$ cat config.mk
export PLATFORM = sky130hd
export DESIGN_NAME = hart_frame_receiver
export DESIGN_NICKNAME = d
export VERILOG_FILES = /design/src/hfr_pkg.sv /design/src/hfr_parse.sv /design/src/hart_frame_receiver.sv
export SDC_FILE = /design/constraint.sdc
export NUM_CORES = 1
export LEC_CHECK = 0
export BUFFER_PORTS_ARGS = -buffer_cell sky130_fd_sc_hd__buf_2
export CORE_MARGIN = 2
export CORE_UTILIZATION = 35
export CTS_BUF_LIST = sky130_fd_sc_hd__clkbuf_8 sky130_fd_sc_hd__clkbuf_16
export DETAILED_ROUTE_END_ITERATION = 10
export PLACE_DENSITY = 0.54
export SKIP_CTS_REPAIR_TIMING = 1
export SLEW_MARGIN = 30
export SYNTH_ARGS = -nofsm -noshare
export SYNTH_HDL_FRONTEND = slang
export SYNTH_HIERARCHICAL = 1
export SYNTH_SLANG_ARGS = --single-unit
$ cat constraint.sdc
create_clock -name clk -period 3.8 [get_ports clk]
set_input_delay 0.38 -clock clk [delete_from_list [all_inputs] [get_ports clk]]
set_output_delay 0.38 -clock clk [all_outputs]
set_load 0.01 [all_outputs]
$ cat src/hfr_pkg.sv
// ----------------------------------------------------------------------------
// hfr_pkg: shared types and constants of the short-frame receiver
// Item structs, parse phases, reply codes and frame constants.
// ----------------------------------------------------------------------------
package hfr_pkg;

  // store size and derived widths
  localparam int STORE_DEPTH    = 256;
  localparam int MAX_DATA_BYTES = 25;
  localparam int CNT_W          = $clog2(STORE_DEPTH + 1);
  localparam int IDX_W          = $clog2(STORE_DEPTH);

  // frame constants
  localparam logic [7:0] PREAMBLE_BYTE = 8'hFF;
  localparam logic [7:0] DELIM_SHORT   = 8'h06;
  localparam int         MIN_FRAME     = 8;
  localparam int         MIN_AFTER_PRE = 5;
  localparam logic [7:0] CMD_SET_ADDR  = 8'd6;
  localparam logic [7:0] ADDR_MAX      = 8'd15;

  // address reply status bytes
  localparam logic [7:0] ST_OK       = 8'd0;
  localparam logic [7:0] ST_INTERNAL = 8'd2;
  localparam logic [7:0] ST_RANGE    = 8'd32;

  typedef enum logic [2:0] {
    KIND_DROP = 3'd0,
    KIND_LEN  = 3'd1,
    KIND_CSUM = 3'd2,
    KIND_CMD  = 3'd3,
    KIND_ADDR = 3'd4
  } reply_kind_t;

  // byte-by-byte parse phase
  typedef enum logic [3:0] {
    PH_FIRST,
    PH_PRE,
    PH_ADDR,
    PH_CMD,
    PH_LEN,
    PH_DATA,
    PH_CHECK,
    PH_DONE,
    PH_DEAD
  } phase_t;

  typedef struct packed {
    logic       req_type;
    logic [7:0] rx_byte;
    logic       flash_ok;
  } hfr_in_t;

  typedef struct packed {
    logic [2:0] reply_kind;
    logic [7:0] reply_status;
    logic [7:0] reply_address;
    logic [7:0] reply_command;
    logic [7:0] good_frames;
  } hfr_out_t;

  // parser status seen by the verdict logic
  typedef struct packed {
    logic [CNT_W-1:0] count;
    phase_t           phase;
    logic [IDX_W-1:0] delim_idx;
    logic [7:0]       command;
    logic [7:0]       length;
    logic [7:0]       xsum;
    logic [7:0]       check;
    logic [7:0]       first_data;
  } hfr_parse_t;

endpackage

$ cat src/hfr_parse.sv
// ----------------------------------------------------------------------------
// hfr_parse: on-the-fly frame parser
// Walks preamble, delimiter, address, command, length, data and check byte
// as bytes arrive, keeping the byte count and the running XOR.
// ----------------------------------------------------------------------------
module hfr_parse (
  input  logic               clk,
  input  logic               rst_n,
  input  logic               byte_en,
  input  logic               clear,
  input  logic [7:0]         rx_byte,
  input  logic [7:0]         dev_addr,
  output hfr_pkg::hfr_parse_t st
);
  import hfr_pkg::*;

  phase_t           phase_r, phase_nxt;
  logic [CNT_W-1:0] count_r, count_nxt;
  logic [IDX_W-1:0] delim_idx_r, delim_idx_nxt;
  logic [7:0]       cmd_r, cmd_nxt;
  logic [7:0]       len_r, len_nxt;
  logic [7:0]       xsum_r, xsum_nxt;
  logic [7:0]       check_r, check_nxt;
  logic [7:0]       first_r, first_nxt;
  logic [7:0]       seen_r, seen_nxt;
  logic             take;
  logic             last_data;

  // bytes past a full store are ignored
  assign take      = byte_en && (count_r != CNT_W'(STORE_DEPTH));
  assign last_data = ({1'b0, seen_r} + 9'd1) == {1'b0, len_r};

  // next phase
  always_comb begin
    phase_nxt = phase_r;
    if (clear) begin
      phase_nxt = PH_FIRST;
    end else if (take) begin
      case (phase_r)
        PH_FIRST: phase_nxt = (rx_byte == PREAMBLE_BYTE) ? PH_PRE : PH_DEAD;
        PH_PRE: begin
          if (rx_byte != PREAMBLE_BYTE) begin
            phase_nxt = (rx_byte == DELIM_SHORT) ? PH_ADDR : PH_DEAD;
          end
        end
        PH_ADDR:  phase_nxt = (rx_byte == dev_addr) ? PH_CMD : PH_DEAD;
        PH_CMD:   phase_nxt = PH_LEN;
        PH_LEN:   phase_nxt = (rx_byte == 8'd0) ? PH_CHECK : PH_DATA;
        PH_DATA:  phase_nxt = last_data ? PH_CHECK : PH_DATA;
        PH_CHECK: phase_nxt = PH_DONE;
        default:  phase_nxt = phase_r;
      endcase
    end
  end

  // field capture and running xor
  always_comb begin
    count_nxt     = count_r;
    delim_idx_nxt = delim_idx_r;
    cmd_nxt       = cmd_r;
    len_nxt       = len_r;
    xsum_nxt      = xsum_r;
    check_nxt     = check_r;
    first_nxt     = first_r;
    seen_nxt      = seen_r;
    if (clear) begin
      count_nxt = '0;
    end else if (take) begin
      count_nxt = count_r + CNT_W'(1);
      case (phase_r)
        PH_PRE: begin
          delim_idx_nxt = count_r[IDX_W-1:0];
          xsum_nxt      = rx_byte;
        end
        PH_ADDR: xsum_nxt = xsum_r ^ rx_byte;
        PH_CMD: begin
          cmd_nxt  = rx_byte;
          xsum_nxt = xsum_r ^ rx_byte;
        end
        PH_LEN: begin
          len_nxt  = rx_byte;
          xsum_nxt = xsum_r ^ rx_byte;
          seen_nxt = 8'd0;
        end
        PH_DATA: begin
          if (seen_r == 8'd0) begin
            first_nxt = rx_byte;
          end
          xsum_nxt = xsum_r ^ rx_byte;
          seen_nxt = seen_r + 8'd1;
        end
        PH_CHECK: check_nxt = rx_byte;
        default: ;
      endcase
    end
  end

  // control registers
  always_ff @(posedge clk) begin
    if (!rst_n) begin
      phase_r <= PH_FIRST;
      count_r <= '0;
    end else begin
      phase_r <= phase_nxt;
      count_r <= count_nxt;
    end
  end

  // payload registers
  always_ff @(posedge clk) begin
    delim_idx_r <= delim_idx_nxt;
    cmd_r       <= cmd_nxt;
    len_r       <= len_nxt;
    xsum_r      <= xsum_nxt;
    check_r     <= check_nxt;
    first_r     <= first_nxt;
    seen_r      <= seen_nxt;
  end

  // status out
  always_comb begin
    st.count      = count_r;
    st.phase      = phase_r;
    st.delim_idx  = delim_idx_r;
    st.command    = cmd_r;
    st.length     = len_r;
    st.xsum       = xsum_r;
    st.check      = check_r;
    st.first_data = first_r;
  end

endmodule

$ cat src/hart_frame_receiver.sv
// ----------------------------------------------------------------------------
// hart_frame_receiver: short-frame receiver with address-change command
// Parses received bytes as they arrive and gives one verdict per burst.
// ----------------------------------------------------------------------------
// One item is taken every cycle while the input is not stalled. Bytes are
// parsed as they arrive, so a pause item is judged in the same cycle it is
// accepted. Results pass through an output register backed by a one-entry
// skid stage, which takes a result while the output register still holds one;
// the input stalls only while both hold results. There is no clearing pass after reset.
module hart_frame_receiver (
  input  logic              clk,
  input  logic              rst_n,
  input  logic              in_valid,
  output logic              in_stall,
  input  hfr_pkg::hfr_in_t  in_data,
  output logic              out_valid,
  input  logic              out_stall,
  output hfr_pkg::hfr_out_t out_data
);
  import hfr_pkg::*;

  hfr_parse_t st;
  logic       acc;
  logic       byte_en;
  logic       pause;
  logic       res;

  logic [7:0] dev_addr_r, dev_addr_nxt;
  logic [7:0] good_r, good_nxt;
  logic [7:0] fdb_r, fdb_nxt;

  hfr_out_t   result;
  hfr_out_t   out_r, skid_r;
  logic       out_valid_r, skid_valid_r;
  logic       take_out;

  reply_kind_t      kind;
  logic [7:0]       status;
  logic [7:0]       command;
  logic [7:0]       new_addr;
  logic             size_ok;
  logic             tail_short;
  logic             past_header;
  logic [CNT_W-1:0] tail;

  assign in_stall = skid_valid_r;
  assign acc      = in_valid && !in_stall;
  assign byte_en  = acc && !in_data.req_type;
  assign pause    = acc && in_data.req_type;
  assign res      = pause && (st.count != '0);

  hfr_parse u_parse (
    .clk      (clk),
    .rst_n    (rst_n),
    .byte_en  (byte_en),
    .clear    (pause),
    .rx_byte  (in_data.rx_byte),
    .dev_addr (dev_addr_r),
    .st       (st)
  );

  // frame verdict
  assign size_ok     = (st.count >= CNT_W'(MIN_FRAME)) &&
                       (st.count != CNT_W'(STORE_DEPTH));
  assign tail        = st.count - {{(CNT_W-IDX_W){1'b0}}, st.delim_idx};
  assign tail_short  = (st.delim_idx >= IDX_W'(2)) && (tail < CNT_W'(MIN_AFTER_PRE));
  assign past_header = (st.phase == PH_DATA) || (st.phase == PH_CHECK) ||
                       (st.phase == PH_DONE);
  assign new_addr    = (st.length != 8'd0) ? st.first_data : fdb_r;

  always_comb begin
    kind         = KIND_DROP;
    status       = ST_OK;
    command      = 8'd0;
    dev_addr_nxt = dev_addr_r;
    good_nxt     = good_r;
    fdb_nxt      = fdb_r;
    if (size_ok && past_header && !tail_short) begin
      command = st.command;
      if ((st.length > 8'(MAX_DATA_BYTES)) || (st.phase != PH_DONE)) begin
        kind = KIND_LEN;
      end else begin
        if (st.length != 8'd0) begin
          fdb_nxt = st.first_data;
        end
        if (st.check != st.xsum) begin
          kind = KIND_CSUM;
        end else begin
          good_nxt = good_r + 8'd1;
          if (st.command != CMD_SET_ADDR) begin
            kind = KIND_CMD;
          end else begin
            kind = KIND_ADDR;
            if (new_addr > ADDR_MAX) begin
              status = ST_RANGE;
            end else if (new_addr != dev_addr_r) begin
              if (in_data.flash_ok) begin
                dev_addr_nxt = new_addr;
              end else begin
                status = ST_INTERNAL;
              end
            end
          end
        end
      end
    end
  end

  always_comb begin
    result.reply_kind    = kind;
    result.reply_status  = status;
    result.reply_address = dev_addr_nxt;
    result.reply_command = command;
    result.good_frames   = good_nxt;
  end

  // device state, committed on a judged pause
  always_ff @(posedge clk) begin
    if (!rst_n) begin
      dev_addr_r <= 8'd0;
      good_r     <= 8'd0;
      fdb_r      <= 8'd0;
    end else if (res) begin
      dev_addr_r <= dev_addr_nxt;
      good_r     <= good_nxt;
      fdb_r      <= fdb_nxt;
    end
  end

  // output register with skid stage
  assign take_out = out_valid_r && !out_stall;

  always_ff @(posedge clk) begin
    if (!rst_n) begin
      out_valid_r  <= 1'b0;
      skid_valid_r <= 1'b0;
    end else if (skid_valid_r) begin
      if (take_out) begin
        skid_valid_r <= 1'b0;
      end
    end else if (res) begin
      if (out_valid_r && !take_out) begin
        skid_valid_r <= 1'b1;
      end else begin
        out_valid_r <= 1'b1;
      end
    end else if (take_out) begin
      out_valid_r <= 1'b0;
    end
  end

  always_ff @(posedge clk) begin
    if (skid_valid_r) begin
      if (take_out) begin
        out_r <= skid_r;
      end
    end else if (res) begin
      if (out_valid_r && !take_out) begin
        skid_r <= result;
      end else begin
        out_r <= result;
      end
    end
  end

  assign out_valid = out_valid_r;
  assign out_data  = out_r;

`ifndef SYNTHESIS
  a_skid_needs_out: assert property (@(posedge clk) disable iff (!rst_n)
    skid_valid_r |-> out_valid_r)
    else $error("skid stage holds an item while output register is empty");

  a_result_from_pause: assert property (@(posedge clk) disable iff (!rst_n)
    $rose(out_valid_r) |-> $past(pause))
    else $error("result appeared without an accepted pause");

  a_byte_counts: assert property (@(posedge clk) disable iff (!rst_n)
    (byte_en && (st.count != CNT_W'(STORE_DEPTH))) |=>
      (st.count == $past(st.count) + CNT_W'(1)))
    else $error("stored byte not counted");

  a_pause_clears: assert property (@(posedge clk) disable iff (!rst_n)
    pause |=> (st.count == '0))
    else $error("store not emptied by pause");

  a_addr_range: assert property (@(posedge clk) disable iff (!rst_n)
    dev_addr_r <= ADDR_MAX)
    else $error("device address out of range");
`endif

endmodule
# Word-level counts from Yosys, hierarchy flattened
# Index checks and enable logic that the tools add are counted.
# totals
regBits	165
output_inout_bits	37
# op_classes
n_addsub	5
n_lt_le_gt_ge	5
n_eq_ne	21
mux	43
bitwise_logic	5
n_reduce_logical	43
# ops
cell	count
35-bit 2-to-1 mux	4
8-bit 2-to-1 mux	12
3-bit AND reduction	11
8-bit case mux with 2 select lines	2
6-bit 2-to-1 mux	5
4-bit case mux with 7 select lines	1
8-bit by 1-bit adder with 8-bit output, second input constant	2
4-bit by 3-bit == test with 1-bit output, second input constant	4
8-bit logical NOT	2
4-bit 2-to-1 mux	4
8-bit inequality test	2
3-bit 2-to-1 mux	4
1-bit logical AND	11
8-bit by 1-bit adder with 9-bit output, second input constant	1
9-bit by 1-bit adder with 9-bit output, second input constant	1
9-bit by 8-bit == test with 1-bit output	1
9-bit by 4-bit greater-or-equal comparator with 1-bit output, second input constant	1
9-bit by 3-bit < comparator with 1-bit output, second input constant	1
9-bit inequality test, second input constant	1
9-bit nonzero test	1
9-bit by 8-bit subtractor with 9-bit output	1
4-bit by 2-bit == test with 1-bit output, second input constant	2
8-bit by 3-bit == test with 1-bit output, second input constant	1
8-bit == test	1
23 further kinds	46

# Logic depth before layout (Yosys ltp)
# depth
word_depth	12
mapped_depth	12

# By module
# The synthesis kept the hierarchy.
# modules_own_cells
mod	instances	cells_each	area_per_inst_um2	seq_area_each_um2
hart_frame_receiver	1	473	4819.6	2262.2
hfr_parse	1	260	3156.8	1941.9

# Worst setup path before layout
# OpenSTA, ideal clock, no wires.
# synth_timing
kind	register to register
startpoint	reg skid_valid_r (netlist: in_stall)
endpoint	reg out_r, in the netlist out_data[0], enable pin
t_arrival_ps	2534
path_slack_ps	841
stages_incl_launch_ff	6
n_path_buf	0
synth_period_minus_slack_ps	2959
cell_sequence	dfxtp_1 > inv_1 > and3_1 > o31a_2 > a21oi_1 > a21oi_1
# synth_via
elab_chain_cells	6
word_cells_on_any_way	8
# synth_rtl
element	line_no	source
start, declared	hart_frame_receiver.sv:34	logic out_valid_r, skid_valid_r;
start signal, assigned	hart_frame_receiver.sv:136	skid_valid_r <= 1'b0;
start signal, assigned	hart_frame_receiver.sv:139	skid_valid_r <= 1'b0;
start signal, assigned	hart_frame_receiver.sv:143	skid_valid_r <= 1'b1;
1-bit logical NOT	hart_frame_receiver.sv:47	assign acc = in_valid && !in_stall;
1-bit logical AND	hart_frame_receiver.sv:47	
1-bit logical AND	hart_frame_receiver.sv:49	assign pause = acc && in_data.req_type;
named net pause	hart_frame_receiver.sv:25	logic pause;
1-bit logical AND	hart_frame_receiver.sv:50	assign res = pause && (st.count != '0);
2-bit nonzero test (no source line)	n/a	
3-bit AND reduction (no source line)	n/a	
end signal, assigned	hart_frame_receiver.sv:155	out_r <= skid_r;
end signal, assigned	hart_frame_receiver.sv:161	out_r <= result;
end, declared	hart_frame_receiver.sv:33	hfr_out_t out_r, skid_r;
# The timed path passes the listed nets, and every way through them passes these cells.
# A chain may end at the register's enable or synchronous reset.

# Worst setup path after layout
# layout_timing
startpoint	reg u_parse.count_r[0]
endpoint	reg out_r, in the netlist out_data[34], data pin
# layout_via
elab_chain_cells	9
word_cells_on_any_way	13
# layout_rtl
element	line_no	source
start, declared	hfr_parse.sv:18	logic [CNT_W-1:0] count_r, count_nxt;
start signal, assigned	hfr_parse.sv:105	count_r <= count_nxt;
9-bit by 8-bit subtractor with 9-bit output	hart_frame_receiver.sv:65	assign tail = st.count - {{(CNT_W-IDX_W){1'b0}}, st.delim_idx};
9-bit by 3-bit < comparator with 1-bit output	hart_frame_receiver.sv:66	assign tail_short = (st.delim_idx >= IDX_W'(2)) && (tail < CNT_W'(MIN_AFTER_PRE));
1-bit logical AND	hart_frame_receiver.sv:66	
1-bit logical NOT	hart_frame_receiver.sv:78	if (size_ok && past_header && !tail_short) begin
1-bit logical AND (*)	hart_frame_receiver.sv:78	
3-bit 2-to-1 mux (*)	hart_frame_receiver.sv:78	
35-bit 2-to-1 mux (*)	hart_frame_receiver.sv:158	if (out_valid_r && !take_out) begin
35-bit 2-to-1 mux (*)	hart_frame_receiver.sv:157	end else if (res) begin
35-bit 2-to-1 mux (*)	hart_frame_receiver.sv:153	if (skid_valid_r) begin
# Mark *: on every way between the ends. The rest lies on a longest branch, timed or not. The select of a mux whose other input is x is not followed.

==> metrics.txt <==
gpl congestion 0.856; period utilisation layout 0.872; largest net degree at the start of global routing 33; CP top delay family simple AND/OR/NAND/NOR gates; status completed; internal power 2.93 mW; DP HPWL 12300 um; total grt overflow 0; first-pass GRT wire length 29300 um; Design Area, Final 9180 um^2; # clock sinks 153; P&R area growth vs syn 15.0%; # port buffers 44; antenna violations before repair 0; Pre-antenna DRT Iters 5; WP data arrival 3.49 ns; syn avg cell area 10.9 um^2; cts bufs inserted 17; synthesis warning total 6; Psw 793 uW; Sequential Power Share 0.481; clock latency on the worst-skew pair 0.43 ns; root buffer cell clkbuf_16; vias in the first global route 5386; switch share 0.213; final setup vio count 0; Power Dens Cells 405 nW/um^2; die extent in x 155 um; Post-synth ARST share 0; CP Launch Type flop; Critical Path Sink Type flop; # nets final 811; fin util 0.408; Worst-Margin Slew 0.775 ns; commonest non-fill, non-tap cells in the layout edfxtp_1, nand2_1, nor2_1; Clk network pwr share 0.497; Post-synth EDFFs 114; Critical Path RT 3.97 ns; Die Height 155 um; mean routed wirelength per cell 16.5 um; initial drt markers 393; CTS tree built; row count 55; crit path time final 3.32 ns; core area 22500 um^2; Max Buffers Root-to-Sink 2; Max stage delay on crit path 0.90 ns; Post-Syn Instances 733; Antenna diodes 0; synthesized flop and latch total 153; Peak supply drop 0.244 mV; setup tns final 0 ns; Buf/Inv on CP 1; gr usage total 0.154; layout cells sized above 1 0.185; Via-to-Cell Ratio 5.23; mapped cell area 7980 um^2; Crit Path Max Fanout 15; Min-Delay Path Class input pin to flop; post-route ant nets 0; Clock Pin Slew Worst Setup and Hold Paths 0.06 ns; IO Pins 51; total number of vias 5651; critical path class flop to flop; Synth Flop Type edfxtp_1; die area 24000 um^2; # DRC 0; cell mode on critical path o21a_1; Fillers 2190; Comb power frac 0.022; fmax 0.302 GHz; final WL 17800 um; Seq/Total Area, Yosys 0.527; Pins Over Slew Limit 0; LEAKAGE 3.42 nW; most common cell after layout, fill and taps aside edfxtp_1; Worst Clk Skew 0.0102 ns; max_slew headroom 0.479; final hold vios 0; unrepaired setup endpoints after global routing no; CP Cell Sequence inv_1 > ha_1 > fa_1 > nor2b_4 > o21a_1 > o21a_1 > o211ai_1 > or4_1 > nand2b_1 > o21ai_0; Yosys cell types 82; crit path max-delay cell type or4_1; Post-DP Area 8540 um^2; H-tree depth 4; max_cap viols 0; initial core utilization 0.354
-- through the flow --
step | setup slack (ns) | hold WS (ns) | std cells | power [mW]
floorplan | 0.841 | 0.444 | 738 | 1.87
global placement | 0.521 | 0.464 | 1048 | 1.91
detailed placement | 0.466 | 0.475 | 1049 | 1.91
CTS | 0.469 | 0.290 | 1081 | 3.75
global route | 0.193 | 0.304 | 1081 | 3.83
finish | 0.485 | 0.302 | 1081 | 3.72
-- cells in the mapped netlist (3+ instances only) --
library cell | number | area (um^2)
edfxtp_1 | 114 | 3420
nand2_1 | 66 | 248
nor2_1 | 51 | 191
dfxtp_1 | 39 | 781
inv_1 | 36 | 135
a21oi_1 | 31 | 155
xnor2_1 | 26 | 228
xor2_1 | 25 | 219
nor3_1 | 23 | 115
nand3_1 | 22 | 110
o21ai_0 | 21 | 105
mux2i_1 | 18 | 180
nor4_1 | 17 | 106
clkbuf_1 | 16 | 60.1
and3_1 | 13 | 81.3
ha_1 | 13 | 163
nand2b_1 | 12 | 75.1
nand4_1 | 12 | 75.1
mux2_2 | 11 | 124
o31ai_1 | 11 | 82.6
or4_1 | 11 | 82.6
or3_1 | 10 | 62.6
a31oi_1 | 9 | 56.3
buf_2 | 8 | 40.0
buf_4 | 8 | 60.1
and2_1 | 7 | 43.8
nor2b_1 | 7 | 43.8
o41ai_1 | 6 | 52.6
a21oi_2 | 5 | 43.8
and2_4 | 5 | 43.8
buf_6 | 5 | 56.3
o21ai_1 | 5 | 25.0
nor4_2 | 4 | 50.1
a211oi_1 | 3 | 22.5
a21o_1 | 3 | 22.5
o211ai_1 | 3 | 22.5
-- power groups by stage --
stage               clock network [mW]  registers, mW  logic [mW]
floorplan                            0           1.83      0.0486
global placement                     0           1.83      0.0808
detailed placement                   0           1.83      0.0832
CTS                               1.88           1.79      0.0835
global route                      1.95           1.79      0.0916
finish                            1.85           1.79      0.0820
-- path summary, 6_finish.rpt --
| path | start | end | slack, ns | depth (start not counted) |
|---|---|---|---|---|
| worst max-delay path | u_parse/count_r[0] | out_data[34] | 0.48 | 10 |
| worst min-delay path | out_stall | in_stall | 0.30 | 3 |
| worst min register to register | good_r[7] | good_r[7] | 0.48 | 2 |
| worst max register to register | u_parse/count_r[0] | out_data[34] | 0.48 | 10 |
-- cell type report --
cell class / instances / area [um^2] / area share
clock inverters: 15 / 210 / 0.0229
flip-flops and latches: 153 / 4200 / 0.458
well taps: 285 / 357 / 0.0389
multi-input cells: 511 / 3450 / 0.376
inverters: 36 / 135 / 0.0147
clock buffers: 17 / 425 / 0.0464
repair buffers: 64 / 390 / 0.0425
-- cell families (layout without fill, tap and decap cells) --
kind of cell	Yosys count	count (layout)	synth area share
xor+xnor	53	53	0.0609
buf+inv	74	132	0.0445
mux	29	29	0.0381
compound gates	129	129	0.115
flops	153	153	0.527
other cells	1	6	0.000470
fa+ha+maj	14	14	0.0229
simple gates	280	280	0.192
-- per-layer routing --
metal  routed length [um]  track usage  share of wire  vias to the layer above
met3                  691       0.0362          0.039                       12
met5                    0            0              0                        -
met1                 8690        0.215           0.49                     2722
met2                 8280        0.241           0.46                      117
met4                  158       0.0379         0.0089                        0
li1                     -            -              -                     2800
-- tightest hold or removal path, stage by stage --
cell,delay (ns)
buf_2,0.13
nor2b_1,0.11
nor3_1,0.06
-- state kept, by name, indices dropped and copies added, names as in the netlist --
register / cells
in_stall: 1
u_parse/count_r: 9
good_r: 8
u_parse/phase_r: 4
u_parse/check_r: 8
skid_r: 29
out_data: 29
u_parse/delim_idx_r: 8
u_parse/cmd_r: 8
fdb_r: 8
u_parse/first_r: 8
u_parse/seen_r: 8
out_valid: 1
u_parse/xsum_r: 8
u_parse/len_r: 8
dev_addr_r: 8
(Power assumes the default switching activity.)
